$ cat config.mk
export PLATFORM = sky130hd
export DESIGN_NAME = fntu_sqrt
export DESIGN_NICKNAME = d
export VERILOG_FILES = /design/src/hw/rtl/fntu_sqrt.sv
export SDC_FILE = /design/constraint.sdc
export NUM_CORES = 2
export LEC_CHECK = 0
export CAP_MARGIN = 20
export CORE_ASPECT_RATIO = 0.7
export CORE_MARGIN = 5
export CORE_UTILIZATION = 60
export CTS_BUF_LIST = sky130_fd_sc_hd__clkbuf_16
export DETAILED_ROUTE_END_ITERATION = 16
export DONT_BUFFER_PORTS = 1
export PLACE_DENSITY_LB_ADDON = 0.25
export SLEW_MARGIN = 20
export SYNTH_ARGS = -nofsm -noshare
export SYNTH_HDL_FRONTEND = slang
export SYNTH_SLANG_ARGS = --single-unit
$ cat constraint.sdc
create_clock -name clk -period 4.2 [get_ports clk]
set_clock_uncertainty 0.1 [all_clocks]
set_input_delay 0.84 -clock clk [delete_from_list [all_inputs] [get_ports clk]]
set_output_delay 0.84 -clock clk [all_outputs]
set_load 0.01 [all_outputs]
$ cat src/hw/rtl/fntu_sqrt.sv
module fntu_sqrt #(
  parameter int unsigned IN_W = 64
) (
  input  logic              clk,
  input  logic              en,
  input  logic [IN_W-1:0]   rad,
  output logic [IN_W/2-1:0] root
);

  localparam int unsigned STEPS = IN_W / 2;

  logic [IN_W-1:0] rem [STEPS];
  logic [IN_W-1:0] res [STEPS];
  logic [IN_W-1:0] rem_src [STEPS];
  logic [IN_W-1:0] res_src [STEPS];
  logic [IN_W-1:0] rem_next [STEPS];
  logic [IN_W-1:0] res_next [STEPS];

  always_comb begin
    rem_src[0] = rad;
    res_src[0] = '0;
    for (int k = 1; k < int'(STEPS); k++) begin
      rem_src[k] = rem[k-1];
      res_src[k] = res[k-1];
    end
  end

  // one result bit per stage, trial bit walks down two places each step
  always_comb begin
    logic [IN_W-1:0] bitv;
    logic [IN_W:0]   trial;
    for (int k = 0; k < int'(STEPS); k++) begin
      bitv  = {{(IN_W-1){1'b0}}, 1'b1} << (IN_W - 2 - 2 * k);
      trial = {1'b0, res_src[k]} + {1'b0, bitv};
      if ({1'b0, rem_src[k]} >= trial) begin
        rem_next[k] = rem_src[k] - trial[IN_W-1:0];
        res_next[k] = (res_src[k] >> 1) + bitv;
      end else begin
        rem_next[k] = rem_src[k];
        res_next[k] = res_src[k] >> 1;
      end
    end
  end

  always_ff @(posedge clk) begin
    if (en) begin
      rem <= rem_next;
      res <= res_next;
    end
  end

  assign root = res[STEPS-1][IN_W/2-1:0];

endmodule

* After elaboration in Yosys (flattened, before gate mapping)
Index checks and enable logic that the tools add are counted.
Operators by class: multiplexer cells 63, shift-type cells 0, equality and inequality tests 0, magnitude comparators 32, $mul 0, divide/modulo/power cells 0, bitwise gates (word level) 0, reduce and logical (&&, ||, !) cells 0, add/sub/neg operators 93
Operators with widths (count):
- 64-bit by 65-bit greater-or-equal comparator with 1-bit output | 31
- 64-bit two-way mux | 31
- 63-bit two-way mux | 31
- 64-bit subtractor | 30
- 64-bit by 1-bit adder with 65-bit output, second input constant | 1
- 64-bit by 11-bit adder with 65-bit output, second input constant | 1
- 64-bit by 13-bit adder with 65-bit output, second input constant | 1
- 64-bit by 15-bit adder with 65-bit output, second input constant | 1
- 64-bit by 17-bit adder with 65-bit output, second input constant | 1
- 64-bit by 19-bit adder with 65-bit output, second input constant | 1
- 64-bit by 21-bit adder with 65-bit output, second input constant | 1
- 64-bit by 23-bit adder with 65-bit output, second input constant | 1
- 64-bit by 25-bit adder with 65-bit output, second input constant | 1
- 64-bit by 27-bit adder with 65-bit output, second input constant | 1
- 64-bit by 29-bit adder with 65-bit output, second input constant | 1
- 64-bit by 3-bit adder with 65-bit output, second input constant | 1
- 64-bit by 31-bit adder with 65-bit output, second input constant | 1
- 64-bit by 33-bit adder with 65-bit output, second input constant | 1
- 64-bit by 35-bit adder with 65-bit output, second input constant | 1
- 64-bit by 37-bit adder with 65-bit output, second input constant | 1
- 64-bit by 39-bit adder with 65-bit output, second input constant | 1
- 64-bit by 41-bit adder with 65-bit output, second input constant | 1
- 64-bit by 43-bit adder with 65-bit output, second input constant | 1
- 64-bit by 45-bit adder with 65-bit output, second input constant | 1
- 45 further kinds | 45
Storage, ports and cells: logic and storage cells 281, output and inout bits 32, register bits 4000, memories 0, bits of input ports 66, memory bits (read-only) 0, memory bits (writable) 0, latch bits 0

* Longest topological paths before layout
depth after elaboration 3, mapped depth 15, mapped depth without buffers 12

* Least setup slack after synthesis
Ideal clock, no wire load.
kind reg2reg, from register rem[560] (netlist bit), to register rem[494] (netlist bit), data pin, setup time 0.259 ns, cell stages (with the launch flop) 9, data required time 3.841 ns, arrival time 3.335 ns, buffers on the path 0, slack 0.506 ns, path through edfxtp_1 -> or4_4 -> or4b_1 -> or4_4 -> or4_4 -> or3_4 -> o21ai_4 -> a2111oi_2 -> a211o_1
RTL lines:
- start: declaration | RTL line 12 | logic [IN_W-1:0] rem [STEPS];
- start signal: assignment | RTL line 47 | rem <= rem_next;

==> impl_metrics.tcl <==
set metrics [dict create \
    synth_top_cell_area_share_pct 62.3 \
    ys_ff_latch 2512 \
    place_hpwl_um 244000 \
    area_growth_pct 12.6 \
    final_common_cell "edfxtp_1" \
    maxCapViolations 0 \
    cts.clk_slew.worst_paths_ns 0.07 \
    topRoutingLayerUsed "met5" \
    r2r-start "rem[603]" \
    final_core_util_pct 68.2 \
    vias 82900 \
    synth_cell_types 94 \
    viasPerCell 6.35 \
    drc 0 \
    p_per_area_nw_per_um2 550 \
    wl_um 335000 \
    syn_nets 10300 \
    cts_tree "yes" \
    reg2regPathDepth 11 \
    die_width_um 547 \
    grt_first_pass_wirelength_um 491000 \
    slew-limit-headroom_pct 25.4 \
    timing.final.crit_share_pct 98.7 \
    wl_met3_um 51700 \
    cts-root-buf "clkbuf_16" \
    overflow 0 \
    ant_nets 0 \
    hold_end "root[26]" \
    async_reset_ff_share_pct 0 \
    min_path_cells 0 \
    m1WireLength_um 157000 \
    die_h_um 386 \
    hold_violations 0 \
    fin_hold_ws_ns 0.0735 \
    arrival_ns 4.69 \
    drt_iter0_markers 11700 \
    syn_inst 9719 \
    ys_top_cells_by_area "edfxtp_1 62%, ha_1 5.8%, xnor2_1 3.2%, xor2_1 3.1%, a21oi_1 2.6%" \
    globalplace.congestion 1.02 \
    fin_nets 10800 \
    worst_slew_pin_slew_ns 1.10 \
    die_area_sq_um 211000 \
    setup.worst_path.end_class "flip-flop" \
    fin_area_sq_um 136000 \
    final_cell_mix "2512 x edfxtp_1, 726 x inv_1, 659 x nor2_1" \
    clockBufferDepth 4 \
    drive_gt1_share_pct 9.14 \
    io_buffers 0 \
    start_kind "flip-flop" \
    multi_input_area_sq_um 42200 \
    fin_crit_ns 4.15 \
    min_from "en" \
    min_path_type "in2reg" \
    final_cells 13100 \
    dp.cells 12500 \
    finalSetupTns_ns 0 \
    n_fill_cell 13900 \
    required_ns 4.74 \
    vdd_ir_drop_max_mv 0.433 \
    grt_use_total_pct 31.0 \
    timing.rr.end "rem[549]" \
    rows 137 \
    regArea_sq_um 75400 \
    grt_pass1_vias 76300 \
    p_leak_uw 0.0516 \
    wl_met2_um 121000 \
    clk_latency_ns 0.93 \
    pin_count 98 \
    syn_avg_cell_area_sq_um 12.5 \
    start_util_pct 60.6 \
    post_dp_cell_area_sq_um 127000 \
    synth_edf_count 2512 \
    path_class "reg2reg" \
    grt_max_degree 248 \
    syn-cell-area_sq_um 121000 \
    synth_area_leader_cell "edfxtp_1" \
    avgRoutedWirePerCell_um 25.7 \
    r2r_slack_ns 0.05 \
    cts_inserted_buffers 236 \
    status "finished clean" \
    crit_fanout 23 \
    coreArea_sq_um 200000 \
    synth_ff_type "edfxtp_1" \
    cts.sink_count 2512 \
    ys_warn_count 0 \
    dr.pass1.iters 6 \
    htree_num_levels 4 \
    setup_viol_count_final 0 \
    slew_violations 0 \
    fmax_mhz 241 \
    ys_seq_area_share_pct 62.3 \
    antenna_found_initial 17 \
]
==> worst max-delay path, cell delays in order, from the launching register on <==
cell and delay, ns:
edfxtp_1 0.39, ha_1 0.39, a21oi_1 0.28, o21ai_0 0.13, nor2_1 0.44, a21oi_1 0.24
o41a_1 0.48, a21oi_1 0.49, and2_1 0.31, buf_4 0.37, o21ai_0 0.18, buf_4 0.15
==> routing by layer <==
layer / vias to the layer above / global-route usage [%]
met5: - / 0
met4: 4 / 4.83
met3: 351 / 11.7
met2: 4598 / 37.8
met1: 40500 / 52.2
li1: 37400 / -
==> timing repair <==
action                                  in CTS  in global routing
hold buffers                                62                  0
endpoints found under the hold margin       62                  0
pin swaps                                    0                  5
gates cloned                                26                  2
endpoints found under the setup margin    1325                306
gates resized for setup                      6                 27
buffers inserted                             0                  3
==> synthesized netlist by cell type (42+ instances only) <==
cell      instances
a211oi_1         44
a21o_1          203
a21oi_1         640
a31oi_1          48
and3_1           42
clkbuf_1        169
edfxtp_1       2512
ha_1            558
inv_1           687
mux2_2           78
nand2_1         658
nand2b_1        122
nand3_1         152
nand4_1         164
nor2_1          660
nor2b_1          61
nor3_1          271
nor4_1          338
nor4b_1          56
o211ai_1         45
o21a_1          110
o21ai_0         430
o21bai_1         50
or3_1           112
or4_1            72
xnor2_1         438
xor2_1          431
==> flip-flops by register name, summed over array words and instances (netlist names) <==
name / flops
rem: 1984
res: 496
root: 32
==> worst max path at each step <==
stage / startpoint / endpoint / slack, ns / cells past startpoint
after floorplan: rem[560] / rem[494] / 0.51 / 8
after CTS: rem[859] / rem[820] / -0.03 / 11
after global placement: en / rem[1996] / -5.25 / 8
final: rem[603] / rem[549] / 0.05 / 11
after global routing: rem[419] / rem[376] / -0.007 / 10
after detailed placement: en / rem[1998] / -5.83 / 13
==> final cells by class <==
class / instances / area share, %
flip-flops and latches: 2512 / 55.3
multi-input cells: 6287 / 31.0
clock buffers: 239 / 4.39
repair buffers: 475 / 3.55
well taps: 2641 / 2.42
inverters: 691 / 1.91
clock inverters: 193 / 1.39
diodes: 12 / 0.0220
==> cells by family (layout without fill, tap and decap cells) <==
group,Yosys count,count (layout),synth area share [%]
AND/OR/NAND/NOR,2912,2912,12.4
buffers and inverters,920,1598,2.97
other,0,12,0
adder cells (fa/ha/maj),558,558,5.77
multiplexers,95,95,0.871
XOR/XNOR,869,869,6.29
flip-flops,2512,2512,62.3
AO/OA/AOI/OAI,1853,1853,9.41
==> report_power, final <==
part           switching [uW]  internal (uW)
logic                   11000           7210
registers                2830          31800
clock network            9490          12500
==> metrics by stage <==
step | setup slack (ns) | power (uW)
floorplan | 0.506 | 45100
global placement | -5.25 | 51700
detailed placement | -5.83 | 52000
CTS | -0.0315 | 74200
global route | -0.00710 | 77900
finish | 0.0549 | 74900
Note: power is estimated with default switching activity, not from simulation.
