**src/hw/rtl/fntu_div.sv**
```systemverilog
module fntu_div #(
  parameter int unsigned NUM_W = 62,
  parameter int unsigned DEN_W = 32,
  parameter int unsigned Q_W   = 31
) (
  input  logic             clk,
  input  logic             en,
  input  logic [NUM_W-1:0] num,
  input  logic [DEN_W-1:0] den,
  output logic [Q_W-1:0]   quo
);

  // restoring division, one quotient bit per stage; needs num < den << Q_W
  logic [DEN_W-1:0] rem [Q_W];
  logic [Q_W-1:0]   low [Q_W];
  logic [DEN_W-1:0] dv  [Q_W];
  logic [Q_W-1:0]   qt  [Q_W];
  logic [DEN_W-1:0] rem_src [Q_W];
  logic [Q_W-1:0]   low_src [Q_W];
  logic [DEN_W-1:0] dv_src  [Q_W];
  logic [Q_W-1:0]   qt_src  [Q_W];
  logic [DEN_W-1:0] rem_next [Q_W];
  logic [Q_W-1:0]   qt_next  [Q_W];

  always_comb begin
    rem_src[0] = DEN_W'(num[NUM_W-1:Q_W]);
    low_src[0] = num[Q_W-1:0];
    dv_src[0]  = den;
    qt_src[0]  = '0;
    for (int k = 1; k < int'(Q_W); k++) begin
      rem_src[k] = rem[k-1];
      low_src[k] = low[k-1];
      dv_src[k]  = dv[k-1];
      qt_src[k]  = qt[k-1];
    end
  end

  always_comb begin
    logic [DEN_W:0] t;
    logic [DEN_W:0] diff;
    for (int k = 0; k < int'(Q_W); k++) begin
      t    = {rem_src[k], low_src[k][Q_W-1]};
      diff = t - {1'b0, dv_src[k]};
      if (t >= {1'b0, dv_src[k]}) begin
        rem_next[k] = diff[DEN_W-1:0];
        qt_next[k]  = {qt_src[k][Q_W-2:0], 1'b1};
      end else begin
        rem_next[k] = t[DEN_W-1:0];
        qt_next[k]  = {qt_src[k][Q_W-2:0], 1'b0};
      end
    end
  end

  always_ff @(posedge clk) begin
    if (en) begin
      rem <= rem_next;
      qt  <= qt_next;
      dv  <= dv_src;
      for (int k = 0; k < int'(Q_W); k++) begin
        low[k] <= low_src[k] << 1;
      end
    end
  end

  assign quo = qt[Q_W-1];

endmodule

```
**config.mk**
```make
export PLATFORM = sky130hd
export DESIGN_NAME = fntu_div
export DESIGN_NICKNAME = d
export VERILOG_FILES = /design/src/hw/rtl/fntu_div.sv
export SDC_FILE = /design/constraint.sdc
export NUM_CORES = 2
export LEC_CHECK = 0
export ABC_CLOCK_PERIOD_IN_PS = 4550
export BUFFER_PORTS_ARGS = -buffer_cell sky130_fd_sc_hd__buf_2
export CAP_MARGIN = 20
export CELL_PAD_IN_SITES_DETAIL_PLACEMENT = 0
export CELL_PAD_IN_SITES_GLOBAL_PLACEMENT = 2
export CORE_MARGIN = 2
export CORE_UTILIZATION = 45
export DETAILED_ROUTE_END_ITERATION = 16
export MAX_ROUTING_LAYER = met4
export PLACE_DENSITY_LB_ADDON = 0.1
export SLEW_MARGIN = 10
export SYNTH_ARGS = -nofsm -noshare
export SYNTH_HDL_FRONTEND = slang
export SYNTH_SLANG_ARGS = --single-unit
```
**constraint.sdc**
```tcl
create_clock -name clk -period 4.55 [get_ports clk]
set_clock_uncertainty 0.2 [all_clocks]
set_input_delay 0.6825 -clock clk [delete_from_list [all_inputs] [get_ports clk]]
set_output_delay 0.6825 -clock clk [all_outputs]
set_load 0.1 [all_outputs]
```
# ---- After elaboration in Yosys (flattened, before gate mapping)
# Memories as Yosys holds them, arrays and structs flattened.
# Cells that the tools add are included.
dict set report totals {
  regBits 2416
  latch_bits 0
  mem_bits_rw 930
  mem_bits_ro 0
  in_bits 96
  output_inout_bits 31
  elab_cells 216
  memories 1
}
# memory words word_bits rd rd_clocked_by_memory_dff write_ports line
set memory_table {}
lappend memory_table {low 31 30 30 0 31 15} ;# logic [Q_W-1:0] low [Q_W];
dict set report classes {
  addsub 30
  n_mul 0
  n_div 0
  n_lt_le_gt_ge 31
  eq_ne 0
  n_shift 0
  muxes 63
  n_bitwise 0
  n_reduce_logical 0
}
# op count
set op_table {}
lappend op_table {{greater-or-equal comparator 33 x 32 -> 1 bit} 30}
lappend op_table {{2-to-1 mux 32 bit} 30}
lappend op_table {{subtractor 32 bit} 30}
lappend op_table {{2-to-1 mux 1 bit} 33}
lappend op_table {{greater-or-equal comparator 32 bit} 1}

# ---- Depth between registers and ports, before layout
# An unclocked memory read counts as a cell.
dict set report logic_depth {
  depth_word 3
  depth_mapped 15
  ltp_nobuf 13
}

# ---- Least setup slack after synthesis
# OpenSTA, ideal clock, no wires.
dict set report synth_path {
  path_kind {register to register}
  startpoint {reg dv[449] in the netlist's numbering}
  endpoint {reg rem[420] in the netlist's numbering, data pin}
  setup_ns 0.260
  arrival_ns 3.179
  required_time_ns 4.090
  slack_ns 0.911
  stages_incl_launch_ff 14
  path_buffers 1
  synth_period_minus_slack_ns 3.639
  path_cell_list {edfxtp_1 inv_1 ha_1 nor2b_4 o31a_1 o21ai_2 a21boi_0 o41ai_2 a21oi_2 o32ai_4 nor3b_2 a2111oi_4 buf_6 mux2_4}
}
# item line
set synth_rtl {}
lappend synth_rtl {{from (decl)} 16} ;# logic [DEN_W-1:0] dv [Q_W];
lappend synth_rtl {{from (signal assigned)} 58} ;# dv <= dv_src;
lappend synth_rtl {{to (signal assigned)} 56} ;# rem <= rem_next;
lappend synth_rtl {{to (decl)} 14} ;# logic [DEN_W-1:0] rem [Q_W];

==> flow_summary_export.csv <==
group,metric,value,unit
drt,routed-via-count,96800,
power_and_ir_drop,power.switching,46920,uW
place,dpl_cell_area,157500,sq um
grt,antenna_found_initial,5,
timing,maxSlewHeadroom,20.78,%
worst_setup_path,slowest_delay,0.57,ns
synth,synth_area_leader_cell,"edfxtp_1",
place,gp_congestion,0.8979,
worst_setup_path,worst-endpoint-arrival,4.77,ns
worst_setup_path,crit_chain,"inv_1 -> ha_1 -> nor2b_1 -> o21a_1 -> o21ai_1 -> a21oi_1 -> or4_1 -> o21a_1 -> a21oi_1 -> o31ai_1 -> a31oi_4 -> buf_12 -> mux2_2",
grt,grt_pass1_vias,95200,
synth,yosysMostFrequentCell,"edfxtp_1",
clock_tree,clock-sinks,2881,
worst_setup_path,startpoint_type,"flop",
timing,setup_viol,0,
grt,grtUsageTotal,22.61,%
worst_setup_path,cp.required,5.02,ns
finish,final_area,169200,sq um
worst_setup_path,critPathLaunch,"dv[65]",
timing,rsz0062_at_grt,"false",
clock_tree,htree_levels,5,
drt,final_antenna_net_count,0,
drt,viasPerCell,5.479,
synth,synth_common_cells,"2881 x edfxtp_1, 1263 x inv_1, 992 x ha_1, 916 x a21oi_1, 870 x nand2_1",
power_and_ir_drop,p_comb_share,44.4,%
power_and_ir_drop,swShare,37.50,%
clock_tree,clock-root-buffer,"clkbuf_16",
timing,worstMarginPinSlew,1.188,ns
synth,syn-cell-area,150700,sq um
floorplanning,die_area,339500,sq um
clock_tree,cts_buffers,325,
clock_tree,cts_tree,"done",
worst_setup_path,crit_slowest_cell,"or4_1",
min_path,hold_path_startpoint,"low[0][110]",
timing,hold_violations,0,
timing,fin_crit_sh,94.44,%
finish,finalNetCount,14130,
synth,synth_fp_nets,13710,
floorplanning,dieHeight,582.7,um
place,port_buffers,126,
worst_setup_path,reg2reg_from,"dv[65]",
power_and_ir_drop,p_per_area,739.4,nW/um^2
worst_setup_path,critPathKind,"reg2reg",
drt,dr.first_iter.drc_count,7224,
finish,area_growth,12.29,%
synth,synth_warnings,0,
floorplanning,fp-row-count,212,
synth,async_reset_ff_share,0,%
worst_setup_path,crit_family,"compound AO/OA/AOI/OAI gates",
grt,grt_pass1_wl,576500,um
drt,drt_wl_total,380600,um
power_and_ir_drop,leakagePower,0.06793,uW
worst_setup_path,worstSetupEndpointType,"flop",
finish,fin_util,50.75,%
drt,wl_per_cell,21.55,um
synth,synth-seq-area-share,57.41,%
timing,slew_viol_final,0,
drt,drt_pre_antenna_iters,6,
synth,ys_ff_latch,2881,
clock_tree,clk_pin_slew_worst_paths,0.06,ns
floorplanning,start_util,45.20,%
power_and_ir_drop,max-vdd-ir-drop,0.3198,mV
worst_setup_path,path_buf_inv,2,
place,place_hpwl,287100,um
grt,overflow,0,
synth,synth-edff-count,2881,
synth,synth_top_area_share,57.41,%
finish,drive_gt1_share,9.980,%
synth,syn_avg_cell_area,11.97,sq um
drt,drc,0,
power_and_ir_drop,p_int,78210,uW
synth,ys_top_cells_by_area,"edfxtp_1 57%, ha_1 8.2%, inv_1 3.1%",
timing,fin_tns_setup,0,ns
grt,grt_max_degree,179,
worst_setup_path,critPathMaxFanout,27,
run,cap_violations,0,
timing,period_needed,4.297,ns
place,dp.cells,16980,
synth,synthCells,12590,
power_and_ir_drop,clkPwrFrac,21.1,%
synth,synth_cell_types,105,
clock_tree,post_cts_buffers,0,
min_path,hp-class,"reg2reg",
clock_tree,clkLatencyLatePin,0.94,ns
clock_tree,cts.path.max_buffers,4,
floorplanning,ios,127,
synth,synth_flop_cell,"edfxtp_1",
floorplanning,die_w,582.7,um
outcome,status,"complete, no violations",
finish,stdcell_count,17670,
power_and_ir_drop,pwr-share-seq,34.4,%
floorplanning,core-area,333400,sq um
timing,max_clock_freq,232.7,MHz
-- what timing repair did --
action,4_1_cts,5_1_grt
resized for setup,0,1
hold buffers,95,0
setup endpoints to repair,0,1
endpoints found under the hold margin,96,0
-- final timing paths --
check                end  slack [ns]  cells after the start
max              rem[47]        0.25                     13
min reg2reg  low[0][141]        0.16                      0
max reg2reg      rem[47]        0.25                     13
min          low[0][141]        0.16                      0
-- kinds of logic after synthesis --
group	Yosys count	share of synthesized area, %
and+or+nand+nor	2670	8.395
buffers and inverters	1576	4.117
muxes	476	3.591
AOI/OAI and AO/OA	3186	13.32
xor gates and xnor gates	780	4.533
DFF	2881	57.41
adders and majority gates	1022	8.635
-- layer usage --
metal	up-vias	track usage, %	routed length, um
met3	499	2.470	13930
li1	47300	-	-
met2	1800	38.49	189200
met5	-	-	0
met1	47200	29.19	169500
met4	0	4.772	8009
-- cells in the final DEF, fill, tap and decap left out, types with 44 or more instances in the layout --
master / Yosys / layout
a211oi_1: 90 / 90
a21o_1: 506 / 506
a21oi_1: 916 / 913
a31oi_1: 121 / 119
and2_1: 50 / 50
and3_1: 87 / 86
buf_12: 0 / 44
buf_2: 40 / 125
buf_4: 37 / 141
clkbuf_1: 216 / 60
clkbuf_16: 0 / 331
clkinv_1: 1 / 60
clkinv_2: 0 / 44
dlygate4sd3_1: 0 / 95
edfxtp_1: 2881 / 2881
ha_1: 992 / 992
inv_1: 1263 / 1263
mux2_2: 406 / 406
nand2_1: 870 / 870
nand2b_1: 126 / 126
nand3_1: 216 / 215
nand4_1: 162 / 162
nor2_1: 623 / 623
nor2b_1: 146 / 146
nor3_1: 186 / 186
o21a_1: 130 / 130
o21ai_0: 794 / 794
o21bai_1: 116 / 116
o31ai_1: 76 / 76
or3_1: 51 / 51
xnor2_1: 469 / 469
xor2_1: 311 / 311
-- final cells by class --
| cell class | instances | area, sq um |
|---|---|---|
| Antenna cell | 3 | 7.507 |
| Clock inverter | 201 | 2213 |
| Tap cell | 4387 | 5489 |
| Clock buffer | 391 | 8508 |
| Multi-Input combinational cell | 8134 | 58230 |
| Sequential cell | 2881 | 86510 |
| Fill cell | 29220 | 164200 |
| Inverter | 1264 | 4745 |
| Timing Repair Buffer | 405 | 3516 |
-- metrics by stage --
step / total power (uW) / hold slack, ns / setup slack, ns
final: 125100 / 0.1630 / 0.2530
after global routing: 133500 / 0.1808 / 0.02728
after CTS: 126100 / 0.1664 / 0.2208
after detailed placement: 98760 / 0.2045 / 0.2705
after global placement: 98670 / 0.2002 / 0.2628
after floorplan: 81620 / 0.2003 / 0.9107
-- sequential cells by signal (all words and copies together) (netlist names) --
signal	flops
dv	960
qt	465
low	465
quo	31
rem	960
-- power by group through the flow --
stage | Combinational [uW] | Sequential [uW] | Clock, uW
6_report | 55600 | 43100 | 26500
5_1_grt | 61600 | 43600 | 28300
4_1_cts | 55400 | 43300 | 27300
3_5_place_dp | 55000 | 43800 | 0
3_3_place_gp | 54900 | 43800 | 0
2_1_floorplan | 40900 | 40700 | 0
-- worst register-to-register path, stage by stage, from the launching register on --
cell	delay [ns]
edfxtp_1	0.47
inv_1	0.10
ha_1	0.24
nor2b_1	0.13
o21a_1	0.18
o21ai_1	0.23
a21oi_1	0.17
or4_1	0.58
o21a_1	0.29
a21oi_1	0.30
o31ai_1	0.18
a31oi_4	0.34
buf_12	0.24
mux2_2	0.39
(Power assumes the default switching activity.)
